===== src/rtl/jmss_pkg.sv =====
// Types, codes and helper functions of the JPEG marker segment scanner.
`default_nettype none

package jmss_pkg;

	localparam int OFFSET_BITS_DEFAULT = 32;

	// Result event codes.
	localparam logic [2:0] EV_MARKER  = 3'd0;
	localparam logic [2:0] EV_EXIF    = 3'd1;
	localparam logic [2:0] EV_OK      = 3'd2;
	localparam logic [2:0] EV_INVALID = 3'd3;
	localparam logic [2:0] EV_LENERR  = 3'd4;

	// Marker bytes.
	localparam logic [7:0] BYTE_FF   = 8'hFF;
	localparam logic [7:0] BYTE_00   = 8'h00;
	localparam logic [7:0] MRK_SOI   = 8'hD8;
	localparam logic [7:0] MRK_EOI   = 8'hD9;
	localparam logic [7:0] MRK_APP1  = 8'hE1;
	localparam logic [7:0] MRK_RST0  = 8'hD0;
	localparam logic [7:0] MRK_SOS   = 8'hDA;

	localparam logic [2:0] EXIF_TAG_LEN = 3'd6;

	typedef enum logic [10:0] {
		PH_IDLE  = 11'b000_0000_0001,
		PH_SOI0  = 11'b000_0000_0010,
		PH_SOI1  = 11'b000_0000_0100,
		PH_MARK0 = 11'b000_0000_1000,
		PH_MARK1 = 11'b000_0001_0000,
		PH_LEN0  = 11'b000_0010_0000,
		PH_LEN1  = 11'b000_0100_0000,
		PH_SKIP  = 11'b000_1000_0000,
		PH_EXIF  = 11'b001_0000_0000,
		PH_ENT   = 11'b010_0000_0000,
		PH_ENTFF = 11'b100_0000_0000
	} phase_t;

	typedef struct packed {
		logic       image_start;
		logic [7:0] byte_value;
	} in_item_t;

	typedef struct packed {
		logic [2:0]  event_res;
		logic [7:0]  marker_code;
		logic [31:0] byte_offset;
		logic [15:0] segment_length;
		logic        last;
	} out_item_t;

	// Status reported when the file ends while the parser sits in a given phase.
	function automatic logic [2:0] end_status(input phase_t ph);
		logic [2:0] ev;
		case (ph)
			PH_MARK0, PH_SKIP, PH_EXIF, PH_ENT: ev = EV_OK;
			default:                            ev = EV_INVALID;
		endcase
		return ev;
	endfunction

	// The six bytes of the Exif header: "Exif" and two zero bytes.
	function automatic logic [7:0] exif_tag(input logic [2:0] idx);
		logic [7:0] b;
		case (idx)
			3'd0:    b = 8'h45;
			3'd1:    b = 8'h78;
			3'd2:    b = 8'h69;
			3'd3:    b = 8'h66;
			default: b = BYTE_00;
		endcase
		return b;
	endfunction

endpackage

`default_nettype wire


===== src/rtl/jpeg_marker_segment_scanner_top.sv =====
// Top level of the JPEG marker segment scanner: byte parser and output queue.
// The scanner takes one file byte per beat and can accept a byte on every clock.
// Each byte is decoded by combinational logic against the registered parser state,
// and the results it causes, none, one or two, are written into a four-entry output
// queue in the same clock. The output channel drains one result per beat.
// The input stalls while the queue holds more than two results, so one byte per
// clock is kept up as long as the consumer takes one result per clock; a byte
// that ends the parse may add a second result and costs one extra output beat.
// Write file_length before the first byte of a file; a byte with image_start
// set restarts the parse at file offset zero.
`default_nettype none

module jpeg_marker_segment_scanner_top #(
	parameter int OFFSET_BITS = jmss_pkg::OFFSET_BITS_DEFAULT
) (
	input  wire                logic clk,
	input  wire                logic arst_n,
	input  wire                logic in_valid,
	output                     logic in_stall,
	input  wire jmss_pkg::in_item_t  in_data,
	output                     logic out_valid,
	input  wire                logic out_stall,
	output jmss_pkg::out_item_t      out_data,
	input  wire                logic cfg_valid,
	output                     logic cfg_ready,
	input  wire         logic [31:0] cfg_data
);

	localparam int CW = (OFFSET_BITS > 32) ? OFFSET_BITS : 32;
	localparam int QDEPTH = 4;
	localparam int QAW = $clog2(QDEPTH);

	// Parser state.
	jmss_pkg::phase_t        phase_q;
	logic [OFFSET_BITS-1:0]  bytes_seen_q;
	logic [7:0]              cur_marker_q;
	logic [15:0]             length_field_q;
	logic [15:0]             skip_rem_q;
	logic [2:0]              match_idx_q;
	logic                    finished_q;
	logic [31:0]             file_length_q;

	// Output queue.
	jmss_pkg::out_item_t     queue_q [QDEPTH];
	logic [QAW-1:0]          wr_ptr_q;
	logic [QAW-1:0]          rd_ptr_q;
	logic [QAW:0]            count_q;

	// Next-state values.
	jmss_pkg::phase_t        ph;
	logic [OFFSET_BITS-1:0]  bs;
	logic [7:0]              cm;
	logic [15:0]             lf;
	logic [15:0]             sk;
	logic [15:0]             seg_len;
	logic [2:0]              hmi;
	logic                    fin;
	logic [31:0]             pos32;
	logic [7:0]              b;
	jmss_pkg::out_item_t     rs [2];
	logic [1:0]              n_res;

	logic                    in_acc;
	logic                    out_acc;

	function automatic logic [31:0] off32(input logic [OFFSET_BITS-1:0] v);
		logic [CW-1:0] ext;
		ext = CW'(v);
		return ext[31:0];
	endfunction

	function automatic logic at_end(input logic [OFFSET_BITS-1:0] v, input logic [31:0] fl);
		return CW'(v) >= CW'(fl);
	endfunction

	function automatic jmss_pkg::out_item_t mk(input logic [2:0] ev, input logic [7:0] mc,
			input logic [31:0] off, input logic [15:0] len, input logic lst);
		jmss_pkg::out_item_t r;
		r.event_res      = ev;
		r.marker_code    = mc;
		r.byte_offset    = off;
		r.segment_length = len;
		r.last           = lst;
		return r;
	endfunction

	assign in_stall  = (count_q > (QAW+1)'(QDEPTH - 2));
	assign in_acc    = in_valid && !in_stall;
	assign out_valid = (count_q != '0);
	assign out_acc   = out_valid && !out_stall;
	assign out_data  = queue_q[rd_ptr_q];
	assign cfg_ready = 1'b1;
	assign b         = in_data.byte_value;

	// Decode of one byte. Results are collected in order in rs, n_res counts them.
	always_comb begin
		ph      = phase_q;
		bs      = bytes_seen_q;
		cm      = cur_marker_q;
		lf      = length_field_q;
		sk      = skip_rem_q;
		hmi     = match_idx_q;
		fin     = finished_q;
		pos32   = off32(bytes_seen_q);
		seg_len = '0;
		rs[0]   = '0;
		rs[1]   = '0;
		n_res   = 2'd0;

		if (in_data.image_start) begin
			ph  = jmss_pkg::PH_SOI0;
			bs  = '0;
			cm  = '0;
			lf  = '0;
			sk  = '0;
			hmi = '0;
			fin = 1'b0;
		end

		if (!fin) begin
			if (at_end(bs, file_length_q)) begin
				// Byte arrives past the end of the file and is not consumed.
				rs[n_res[0]] = mk(jmss_pkg::end_status(ph), cm, off32(bs), lf, 1'b1);
				n_res = n_res + 2'd1;
				fin = 1'b1;
				ph  = jmss_pkg::PH_IDLE;
			end else begin
				pos32 = off32(bs);
				if (bs != '1) begin
					bs = bs + 1'b1;
				end

				case (ph)
					jmss_pkg::PH_SOI0: begin
						if (b == jmss_pkg::BYTE_FF) begin
							ph = jmss_pkg::PH_SOI1;
						end else begin
							rs[n_res[0]] = mk(jmss_pkg::EV_INVALID, cm, off32(bs), lf, 1'b1);
							n_res = n_res + 2'd1;
							fin = 1'b1;
						end
					end
					jmss_pkg::PH_SOI1: begin
						if (b == jmss_pkg::MRK_SOI) begin
							cm = jmss_pkg::MRK_SOI;
							rs[n_res[0]] = mk(jmss_pkg::EV_MARKER, cm, pos32 - 32'd1, 16'd0, 1'b0);
							n_res = n_res + 2'd1;
							ph = jmss_pkg::PH_MARK0;
						end else begin
							rs[n_res[0]] = mk(jmss_pkg::EV_INVALID, cm, off32(bs), lf, 1'b1);
							n_res = n_res + 2'd1;
							fin = 1'b1;
						end
					end
					jmss_pkg::PH_MARK0: begin
						if (b == jmss_pkg::BYTE_FF) begin
							ph = jmss_pkg::PH_MARK1;
						end else begin
							rs[n_res[0]] = mk(jmss_pkg::EV_INVALID, cm, off32(bs), lf, 1'b1);
							n_res = n_res + 2'd1;
							fin = 1'b1;
						end
					end
					jmss_pkg::PH_MARK1, jmss_pkg::PH_ENTFF: begin
						if (ph == jmss_pkg::PH_ENTFF && b == jmss_pkg::BYTE_00) begin
							// Stuffed zero after FF inside entropy-coded data.
							ph = jmss_pkg::PH_ENT;
						end else begin
							cm = b;
							lf = '0;
							if (b == jmss_pkg::BYTE_FF || b == jmss_pkg::MRK_SOI) begin
								rs[n_res[0]] = mk(jmss_pkg::EV_INVALID, cm, off32(bs), lf, 1'b1);
								n_res = n_res + 2'd1;
								fin = 1'b1;
							end else if (b == jmss_pkg::BYTE_00) begin
								rs[n_res[0]] = mk(jmss_pkg::EV_OK, cm, off32(bs), lf, 1'b1);
								n_res = n_res + 2'd1;
								fin = 1'b1;
							end else if (b == jmss_pkg::MRK_EOI) begin
								rs[0] = mk(jmss_pkg::EV_MARKER, cm, pos32 - 32'd1, 16'd0, 1'b0);
								rs[1] = mk(jmss_pkg::EV_OK, cm, off32(bs), lf, 1'b1);
								n_res = 2'd2;
								fin = 1'b1;
							end else if (b inside {[jmss_pkg::MRK_RST0:jmss_pkg::MRK_SOS]}) begin
								rs[n_res[0]] = mk(jmss_pkg::EV_MARKER, cm, pos32 - 32'd1, 16'd0, 1'b0);
								n_res = n_res + 2'd1;
								ph = jmss_pkg::PH_ENT;
							end else begin
								ph = jmss_pkg::PH_LEN0;
							end
						end
					end
					jmss_pkg::PH_LEN0: begin
						lf = {b, 8'h00};
						ph = jmss_pkg::PH_LEN1;
					end
					jmss_pkg::PH_LEN1: begin
						lf = {lf[15:8], b};
						rs[0] = mk(jmss_pkg::EV_MARKER, cm, pos32 - 32'd3, lf, 1'b0);
						n_res = 2'd1;
						if (cm == jmss_pkg::MRK_APP1) begin
							if ({16'd0, lf} > file_length_q) begin
								rs[1] = mk(jmss_pkg::EV_LENERR, cm, off32(bs), lf, 1'b1);
								n_res = 2'd2;
								fin = 1'b1;
							end else if (lf <= 16'd7) begin
								rs[1] = mk(jmss_pkg::EV_OK, cm, off32(bs), lf, 1'b1);
								n_res = 2'd2;
								fin = 1'b1;
							end else begin
								hmi = '0;
								ph  = jmss_pkg::PH_EXIF;
							end
						end else begin
							// Lengths 0 and 1 are taken as raw skip counts.
							seg_len = (lf > 16'd1) ? (lf - 16'd2) : lf;
							if ({16'd0, seg_len} > file_length_q) begin
								rs[1] = mk(jmss_pkg::EV_LENERR, cm, off32(bs), lf, 1'b1);
								n_res = 2'd2;
								fin = 1'b1;
							end else begin
								sk = seg_len;
								ph = (seg_len != '0) ? jmss_pkg::PH_SKIP : jmss_pkg::PH_MARK0;
							end
						end
					end
					jmss_pkg::PH_SKIP: begin
						sk = sk - 16'd1;
						if (sk == '0) begin
							ph = jmss_pkg::PH_MARK0;
						end
					end
					jmss_pkg::PH_EXIF: begin
						if (hmi >= jmss_pkg::EXIF_TAG_LEN || b != jmss_pkg::exif_tag(hmi)) begin
							rs[n_res[0]] = mk(jmss_pkg::EV_OK, cm, off32(bs), lf, 1'b1);
							n_res = n_res + 2'd1;
							fin = 1'b1;
						end else begin
							hmi = hmi + 3'd1;
							if (hmi == jmss_pkg::EXIF_TAG_LEN) begin
								rs[0] = mk(jmss_pkg::EV_EXIF, cm, pos32 + 32'd1, lf - 16'd8, 1'b0);
								rs[1] = mk(jmss_pkg::EV_OK, cm, off32(bs), lf, 1'b1);
								n_res = 2'd2;
								fin = 1'b1;
							end
						end
					end
					jmss_pkg::PH_ENT: begin
						if (b == jmss_pkg::BYTE_FF) begin
							ph = jmss_pkg::PH_ENTFF;
						end
					end
					default: begin
						rs[n_res[0]] = mk(jmss_pkg::EV_INVALID, cm, off32(bs), lf, 1'b1);
						n_res = n_res + 2'd1;
						fin = 1'b1;
					end
				endcase

				if (fin) begin
					ph = jmss_pkg::PH_IDLE;
				end else if (at_end(bs, file_length_q)) begin
					// The byte just consumed was the last one of the file.
					rs[n_res[0]] = mk(jmss_pkg::end_status(ph), cm, off32(bs), lf, 1'b1);
					n_res = n_res + 2'd1;
					fin = 1'b1;
					ph  = jmss_pkg::PH_IDLE;
				end
			end
		end
	end

	always_ff @(posedge clk or negedge arst_n) begin
		if (!arst_n) begin
			phase_q        <= jmss_pkg::PH_IDLE;
			bytes_seen_q   <= '0;
			cur_marker_q   <= '0;
			length_field_q <= '0;
			skip_rem_q     <= '0;
			match_idx_q    <= '0;
			finished_q     <= 1'b1;
		end else if (in_acc) begin
			phase_q        <= ph;
			bytes_seen_q   <= bs;
			cur_marker_q   <= cm;
			length_field_q <= lf;
			skip_rem_q     <= sk;
			match_idx_q    <= hmi;
			finished_q     <= fin;
		end
	end

	always_ff @(posedge clk or negedge arst_n) begin
		if (!arst_n) begin
			file_length_q <= '0;
		end else if (cfg_valid && cfg_ready) begin
			file_length_q <= cfg_data;
		end
	end

	// Queue pointers and fill count.
	always_ff @(posedge clk or negedge arst_n) begin
		if (!arst_n) begin
			wr_ptr_q <= '0;
			rd_ptr_q <= '0;
			count_q  <= '0;
		end else begin
			if (in_acc) begin
				wr_ptr_q <= wr_ptr_q + QAW'(n_res);
			end
			if (out_acc) begin
				rd_ptr_q <= rd_ptr_q + 1'b1;
			end
			count_q <= count_q + (in_acc ? (QAW+1)'(n_res) : '0)
				- (out_acc ? (QAW+1)'(1) : '0);
		end
	end

	always_ff @(posedge clk) begin
		if (in_acc && n_res != 2'd0) begin
			queue_q[wr_ptr_q] <= rs[0];
		end
		if (in_acc && n_res == 2'd2) begin
			queue_q[wr_ptr_q + 1'b1] <= rs[1];
		end
	end

endmodule

`default_nettype wire


===== config.mk =====
export PLATFORM = sky130hd
export DESIGN_NAME = jpeg_marker_segment_scanner_top
export DESIGN_NICKNAME = d
export VERILOG_FILES = /design/src/rtl/jmss_pkg.sv /design/src/rtl/jpeg_marker_segment_scanner_top.sv
export SDC_FILE = /design/constraint.sdc
export NUM_CORES = 1
export LEC_CHECK = 0
export BUFFER_PORTS_ARGS = -buffer_cell sky130_fd_sc_hd__buf_2
export CORE_AREA = 5 5 249 251
export DETAILED_ROUTE_END_ITERATION = 10
export DIE_AREA = 0 0 254 256
export GPL_TIMING_DRIVEN = 1
export MAX_ROUTING_LAYER = met4
export SLEW_MARGIN = 30
export SYNTH_ARGS = -nofsm -noshare
export SYNTH_HDL_FRONTEND = slang
export SYNTH_SLANG_ARGS = --single-unit

===== constraint.sdc =====
create_clock -name clk -period 8.9 [get_ports clk]
set_input_delay 0.445 -clock clk [delete_from_list [all_inputs] [get_ports clk]]
set_output_delay 0.445 -clock clk [all_outputs]
set_load 0.01 [all_outputs]

==> impl_results.md, run 1 <==
- Post-synth EDFFs: 240
- Count of hold-fix buffers inserted at cts: 1
- Synth unique cells: 111
- Crit path from: bytes_seen_q[0]$_DFFE_PN0P_
- Clk_lat worst skew: 0.62 ns
- Leak: 11.4 nW
- Setup crit end kind: flop
- Largest net degree at the start of global routing: 64
- Number of global-route vias before repair: 23,600
- Clock Pin Slew Worst Setup and Hold Paths: 0.06 ns
- Non-Filler Instances: 3,732
- PortBufs: 107
- CTS root buffer: clkbuf_16
- DRT iter0 DRCs: 3,725
- Die area: 65,000 sq um
- Worst rel slew slack: 0.287
- Detail Route Antenna Nets: 0
- R2R cell count: 24
- Starting Density: 0.443
- Initial antenna violation count: 0
- Core area: 59,700 sq um
- Vias: 25,300
- CTS max path bufs: 3
- Post-synthesis net count: 3,057
- Htree depth: 2
- Final number of setup-violating endpoints: 0
- CTS tree: yes
- Hold path cells: 3
- Reg2reg end: queue_q[1][56]$_DFFE_PP_
- Seq/Total Area, Yosys: 0.392
- Gr usage total: 0.330
- Pwr dens: 193 nW/um^2
- Asr flop ratio synth: 0.344
- HP Start: cfg_data[3]
- Unrepaired setup endpoints after global routing: no
- Placed cell areas: 27,600 sq um
- Util after Layout: 0.488
- Ports: 109
- Mapped cell area: 26,400 sq um
- Crit Path Category: reg -> reg
- Post-CTS Setup Bufs: 0
- First-pass iteration count of the detailed router: 7
- WL/cell: 29.1 microns
- First-pass GRT wire length: 159 mm
- Startpoint Class: flop
- Worst r2r src: bytes_seen_q[0]$_DFFE_PN0P_
- Row cnt: 90
- Final Slew Violations: 0
- Clk sinks: 366
- Die Y: 256 microns
- CP max FO: 60
- Syn Inst Count: 2,901
- Worst Skew: 0.0433 ns
- Layout area overhead: 10.2%
- Number of fill cells: 5,647
- F_max: 137 MHz
- Max-cap violations: 0
- Synth warnings: 0
- Commonest non-fill, non-tap cell in the layout: nand2_1
- Endpoint, Worst Hold: file_length_q[3]$_DFFE_PN0P_
- Reg2Reg Setup Slack: 1.62 ns
- Number of remaining DRC errors: 0
- Pwr Total: 5.61 mW
- Syn Area/Cell: 9.11 sq um
- Commonest cells after routing, fill and taps aside: 298 x nand2_1, 265 x nor2_1, 257 x o21ai_0, 246 x a21oi_1, 240 x edfxtp_1
- Arr. time, crit path: 7.48 ns
- Status: finished, final reports clean
- Die width: 254 microns
- Final hold violations: 0
- CTS resizes: 0
- Worst Hold Class: in -> reg
- Most used flip-flop cell after synthesis: edfxtp_1
- Period minus WS final: 7.28 ns
- Nets: 3,070
- Cell Count Post-Placement: 3,646
- CTS buffer count: 43
- Routability cong.: 1.05
- GRT Residual Overflow: 0
- WL final: 108 mm
- Setup tns final: 0 ns
- CP required: 9.10 ns
- Share of layout cells above drive strength 1: 0.138
- Final Cell Area: 29,100 sq um
- Yosys reg bits: 366
- Peak VDD IR: 0.154 mV
- Drt via density: 6.79
- Period Utilization, post-route: 0.818
- Post-DP HPWL: 76.8 mm
- Tightest Pin Transition: 1.07 ns
==> registers in the layout, indices dropped and copies added (netlist names) <==
signal / cells
skip_rem_q: 16
file_length_q: 32
rd_ptr_q: 2
bytes_seen_q: 32
length_field_q: 16
queue_q: 240
match_idx_q: 3
cur_marker_q: 8
count_q: 3
finished_q: 1
phase_q: 11
wr_ptr_q: 2
==> cells in the mapped netlist (15+ instances only) <==
master | instances | area (sq um)
or3_1 | 16 | 100
mux2i_1 | 15 | 150
o22ai_1 | 55 | 344
clkbuf_1 | 126 | 473
and3_1 | 30 | 188
and2_1 | 20 | 125
xor2_1 | 22 | 193
xnor2_1 | 68 | 596
inv_1 | 92 | 345
nor3_1 | 73 | 365
nor2_1 | 267 | 1000
o211ai_1 | 41 | 308
nand3_1 | 58 | 290
a211oi_1 | 21 | 158
ha_1 | 109 | 1360
nor4_1 | 45 | 282
nand2b_1 | 28 | 175
a21oi_1 | 246 | 1230
a21o_1 | 21 | 158
nor2b_1 | 41 | 257
o21ai_1 | 18 | 90.1
o21ai_0 | 260 | 1300
o31ai_1 | 18 | 135
nand4_1 | 37 | 231
a22o_1 | 61 | 534
a31oi_1 | 22 | 138
buf_1 | 20 | 75.1
edfxtp_1 | 240 | 7210
dfrtp_1 | 124 | 3100
buf_2 | 47 | 235
nand2_1 | 300 | 1130
mux4_2 | 60 | 1350
o2bb2ai_1 | 18 | 158
==> cells by family (layout without fill, tap and decap cells) <==
group,Yosys count,count (layout),synth area share
fa+ha+maj,110,110,0.0524
mux,77,77,0.0577
compound gates,934,934,0.227
other cells,1,2,0.000142
buf+inv,308,356,0.0500
xor+xnor,90,90,0.0298
flops,366,366,0.392
simple gates,1015,1015,0.191
==> cell type report <==
class	instances	area, sq um	area share
Multi-Input combinational cell	2227	14800	0.509
Antenna cell	1	2.50	0.0000859
Clock buffer	57	1180	0.0405
Timing Repair Buffer	180	1180	0.0406
Sequential cell	366	10400	0.356
Clock inverter	23	211	0.00726
Tap cell	782	978	0.0336
Inverter	96	360	0.0124
==> worst max path at each step <==
stage / slack [ns] / depth (start not counted) / end
2_1_floorplan: 0.88 / 30 / queue_q[1][0]$_DFFE_PP_
3_3_place_gp: 1.47 / 26 / queue_q[1][33]$_DFFE_PP_
3_5_place_dp: 1.51 / 26 / queue_q[1][40]$_DFFE_PP_
4_1_cts: 1.73 / 24 / queue_q[1][36]$_DFFE_PP_
5_1_grt: 1.17 / 24 / queue_q[1][51]$_DFFE_PP_
6_report: 1.62 / 24 / queue_q[1][56]$_DFFE_PP_
==> stage by stage <==
| stage | setup WS [ns] | hold slack, ns |
|---|---|---|
| after floorplan | 0.884 | 0.149 |
| after global placement | 1.47 | 0.407 |
| after detailed placement | 1.51 | 0.412 |
| after CTS | 1.73 | 0.0262 |
| after global routing | 1.17 | 0.0586 |
| final | 1.62 | 0.0484 |
==> critical path: stages (launching register included) <==
cell	delay, ns
dfrtp_1	0.49
nand2_1	0.31
inv_1	0.13
ha_1	0.39
nand4_1	0.22
nor4_1	0.35
nand4_1	0.16
or2_1	0.55
buf_4	0.35
a21oi_1	0.16
buf_4	0.19
inv_1	0.07
ha_1	0.28
a31oi_1	0.08
o21ai_0	0.28
a211oi_1	0.18
o41ai_1	0.57
buf_4	0.27
and4_1	0.21
buf_4	0.25
a211oi_1	0.12
nor2_1	0.18
a21oi_1	0.13
nor3_4	0.13
buf_4	0.74
==> report_power, final <==
part / switching [mW] / total [mW] / internal (mW)
registers: 0.117 / 2.05 / 1.93
logic: 1.13 / 1.78 / 0.653
clock network: 0.785 / 1.79 / 1.00
==> routing by layer <==
metal,part of all wire,vias to the layer above,wire length [microns],GRT usage
met4,0.040,0,4340,0.109
met2,0.42,1714,45400,0.455
met3,0.12,283,12500,0.0752
met1,0.43,12400,46200,0.480
met5,0,-,0,-
li1,-,11000,-,-
No activity file was read; power rests on OpenSTA's default activity.
==> run 2: changes to the inputs <==
ABC_AREA = 1   (was unset)
CORE_AREA = 5 5 259 261   (was 5 5 249 251)
DIE_AREA = 0 0 264 266   (was 0 0 254 256)
clock period = 6.9 ns   (was 8.9 ns; I/O delays follow)
==> run 2 against run 1 <==
  * Setup slack got worse by 0.70 ns
  * Count of clock-buffer cells in the layout is 4 higher
  * Clock power is 35% higher
  * Cell area up 9.8%
  * Synthesized cell count is 45% higher
  * Wire length up 3.7%
  * Non-clock buffer count rose by 46
  * Critical endpoint is now queue_q[2][29]$_DFFE_PP_
==> impl_results.md, run 2 <==
- Post-synth top area cell: edfxtp_1
- WL/cell: 21.8 microns (-25%)
- Die Y: 266 microns (+3.9%)
- Gr usage total: 0.316 (-0.0135)
- Hold_ws: 0.145 ns (+0.0966 ns)
- Worst setup margin: 0.917 ns (-0.705 ns)
- Largest family of logic cells by synthesized area: simple AND/OR/NAND/NOR gates
- Top reg by flops: queue_q
- Largest net degree at the start of global routing: 87 (+36%)
- Most used flip-flop cell after synthesis: edfxtp_1
- Final Cell Area: 32,000 sq um (+9.8%)
- Syn Area/Cell: 6.82 sq um (-25%)
- Largest register FFs: 240 (unchanged)
- Final Slew Violations: 0 (unchanged)
- Post-synthesis net count: 4,366 (+43%)
- Clk sinks: 366 (unchanged)
- GRT Residual Overflow: 0 (unchanged)
- First-pass iteration count of the detailed router: 6 (-1)
- Reg2Reg Setup Slack: 0.92 ns (-0.70 ns)
- CTS max path bufs: 3 (unchanged)
- Tightest Pin Transition: 1.01 ns (-0.0527 ns)
- CTS buffer count: 44 (+2.3%)
- Arr. time, crit path: 6.31 ns (-1.17 ns)
- Cell with the most instances after synthesis: nand2_1
- Worst rel slew slack: 0.323 (+0.0358)
- WL final: 113 mm (+3.7%)
- Pwr dens: 312 nW/um^2 (+62%)
- Synth area leaders: edfxtp_1 25%, nand2_1 17%, dfrtp_1 11%, o21ai_0 6.8%, nor2_1 6.4%
- Nets: 4,423 (+44%)
- Critical-path top delay cell: nor2_2
- CP most frequent cell: nand2_1
- Die area: 70,200 sq um (+8.0%)
- Row cnt: 93 (+3.3%)
- Leak: 14.6 nW (+28%)
- Post-Synth XOR/XNOR Area: 0.0226 (-0.00728)
- Unrepaired setup endpoints after global routing: no
- Top cell type's share of synthesized area: 0.251 (-0.0220)
- Biggest registers after layout: queue_q: 240 flops, bytes_seen_q: 32 flops, file_length_q: 32 flops
- Clk_lat worst skew: 0.61 ns (about the same)
- CTS tree: yes
- Die width: 264 microns (+3.9%)
- Seq/Total Area, Yosys: 0.361 (-0.0316)
- Worst Hold Class: in -> reg
- F_max: 167 MHz (+22%)
- Period Utilization, post-route: 0.867 (+0.0493)
- Syn Inst Count: 4,210 (+45%)
- Commonest non-fill, non-tap cell in the layout: nand2_1
- Starting Density: 0.447 (+0.00471)
- Worst Skew: 0.0413 ns (-0.00199 ns)
- CTS root buffer: clkbuf_16
- Synth Area in Adders: 0.0482 (-0.00422)
- CP max FO: 27 (-55%)
- Detail Route Antenna Nets: 0 (unchanged)
- Setup tns final: 0 ns (unchanged)
- Post-Synth Simple-Gate Area: 0.327 (+0.137)
- Yosys reg bits: 366 (unchanged)
- Ports: 109 (unchanged)
- Pre-CTS setup slack: 0.686 ns (-0.825 ns)
- Vias: 29,800 (+17%)
- First-pass GRT wire length: 170 mm (+7.0%)
- Number of remaining DRC errors: 0 (unchanged)
- Startpoint Class: flop
- Core area: 64,200 sq um (+7.6%)
- Synth warnings: 0 (unchanged)
- Post-synth top cells: 1,337 x nand2_1, 491 x nor2_1, 388 x o21ai_0
- Clock Pin Slew Worst Setup and Hold Paths: 0.06 ns (about the same)
- CP required: 7.23 ns (-1.87 ns)
- Post-synth EDFFs: 240 (unchanged)
- Setup crit end kind: flop
- Layout area overhead: 11.3%
- Mapped cell area: 28,700 sq um (+8.8%)
- Share of layout cells above drive strength 1: 0.0800 (-0.0581)
- Number of global-route vias before repair: 27,500 (+16%)
- Mux cell area share after synthesis: 0.000392 (-0.0573)
- Commonest cells after routing, fill and taps aside: 1,331 x nand2_1, 487 x nor2_1, 388 x o21ai_0, 320 x inv_1, 251 x nand3_1
- Synth unique cells: 61 (-45%)
- Htree depth: 2 (unchanged)
- Worst stage delay on the critical path: 0.58 ns (-0.16 ns)
- DRT iter0 DRCs: 3,778 (+1.4%)
- Final hold violations: 0 (unchanged)
- Routability cong.: 1.02 (-3.0%)
- Compound-Gate Fraction of Synth Area: 0.161 (-0.0661)
- Peak VDD IR: 0.215 mV (+40%)
- Max-cap violations: 0 (unchanged)
- Period minus WS final: 5.98 ns (-1.30 ns)
- Drt via density: 5.77 (-15%)
- PortBufs: 107 (unchanged)
- Status: finished, final reports clean
- Crit Path Category: reg -> reg
- Placed cell areas: 30,200 sq um (+9.3%)
- Final number of setup-violating endpoints: 0 (unchanged)
- Asr flop ratio synth: 0.344 (unchanged)
- Initial antenna violation count: 1 (+1)
- Post-DP HPWL: 79.1 mm (+3.0%)
-- run 2: changes by cell type in the layout (fill, tap and decap cells not counted), moves of 60 or more --
cell,previous run,this run
nand2_1,298,1331
nand3_1,57,251
mux4_2,60,0
o21ai_0,257,388
xnor2_1,68,3
a21oi_1,246,179
nor2_1,265,487
inv_1,92,320
a22o_1,61,0
-- run 2: path summary, 6_finish.rpt --
check,start,endpoint,cells past startpoint
worst max-delay path,bytes_seen_q[0]$_DFFE_PN0P_,queue_q[2][29]$_DFFE_PP_,28
worst min-delay path,out_stall,rd_ptr_q[1]$_DFFE_PN0P_,4
worst max register to register,bytes_seen_q[0]$_DFFE_PN0P_,queue_q[2][29]$_DFFE_PP_,28
worst min register to register,length_field_q[14]$_DFFE_PN0P_,length_field_q[14]$_DFFE_PN0P_,2
max in group asynchronous,arst_n,bytes_seen_q[17]$_DFFE_PN0P_,3
min in group asynchronous,arst_n,skip_rem_q[3]$_DFFE_PN0P_,2
-- run 2: repair_timing --
item,in CTS,in global routing
buffers inserted,0,0
hold buffers,33,0
resized for setup,0,0
endpoints found under the hold margin,96,0
-- run 2: cell families (layout without fill, tap and decap cells) --
kind of cell	count (synthesis)	in the layout
other	1	2
AOI/OAI and AO/OA	823	823
and+or+nand+nor	2268	2268
xor gates and xnor gates	74	74
adders and majority gates	110	110
DFF	366	366
buffers and inverters	567	659
muxes	1	1
-- run 2: worst max-delay path, delay by kind of cell (launching register included) --
| family | cells | cell delay, ns |
|---|---|---|
| adder cells (fa/ha/maj) | 2 | 0.47 |
| AO/OA/AOI/OAI | 2 | 0.22 |
| flip-flops | 1 | 0.42 |
| buffers and inverters | 4 | 0.52 |
| AND/OR/NAND/NOR | 19 | 3.82 |
| XOR/XNOR | 1 | 0.23 |
-- run 2: cell type report --
class | count | area [sq um]
Timing Repair Buffer | 226 | 1640
Multi-Input combinational cell | 3277 | 16100
Sequential cell | 366 | 10400
Fill cell | 6628 | 32300
Antenna cell | 1 | 2.50
Clock buffer | 61 | 1240
Inverter | 352 | 1330
Tap cell | 855 | 1070
Clock inverter | 20 | 224
-- run 2: per-stage QoR --
| stage | util | instances | total power [mW] |
|---|---|---|---|
| 6_report | 0.498 | 5158 | 9.97 |
| 5_1_grt | 0.498 | 5158 | 10.6 |
| 4_1_cts | 0.498 | 5157 | 9.93 |
| 3_5_place_dp | 0.470 | 5043 | 7.48 |
| 3_3_place_gp | 0.470 | 5043 | 7.45 |
| 2_1_floorplan | - | 4210 | 5.91 |
-- run 2: layer usage --
| layer | share of wire | global-route usage |
|---|---|---|
| met5 | 0 | - |
| met4 | 0.027 | 0.0743 |
| met3 | 0.10 | 0.0578 |
| met2 | 0.43 | 0.471 |
| met1 | 0.44 | 0.451 |
-- run 2: where the power goes --
part	leakage (nW)	internal, mW	switching, mW
clock	0.714	1.41	1.01
sequential	3.81	2.71	0.198
combinational	10.1	1.34	3.31
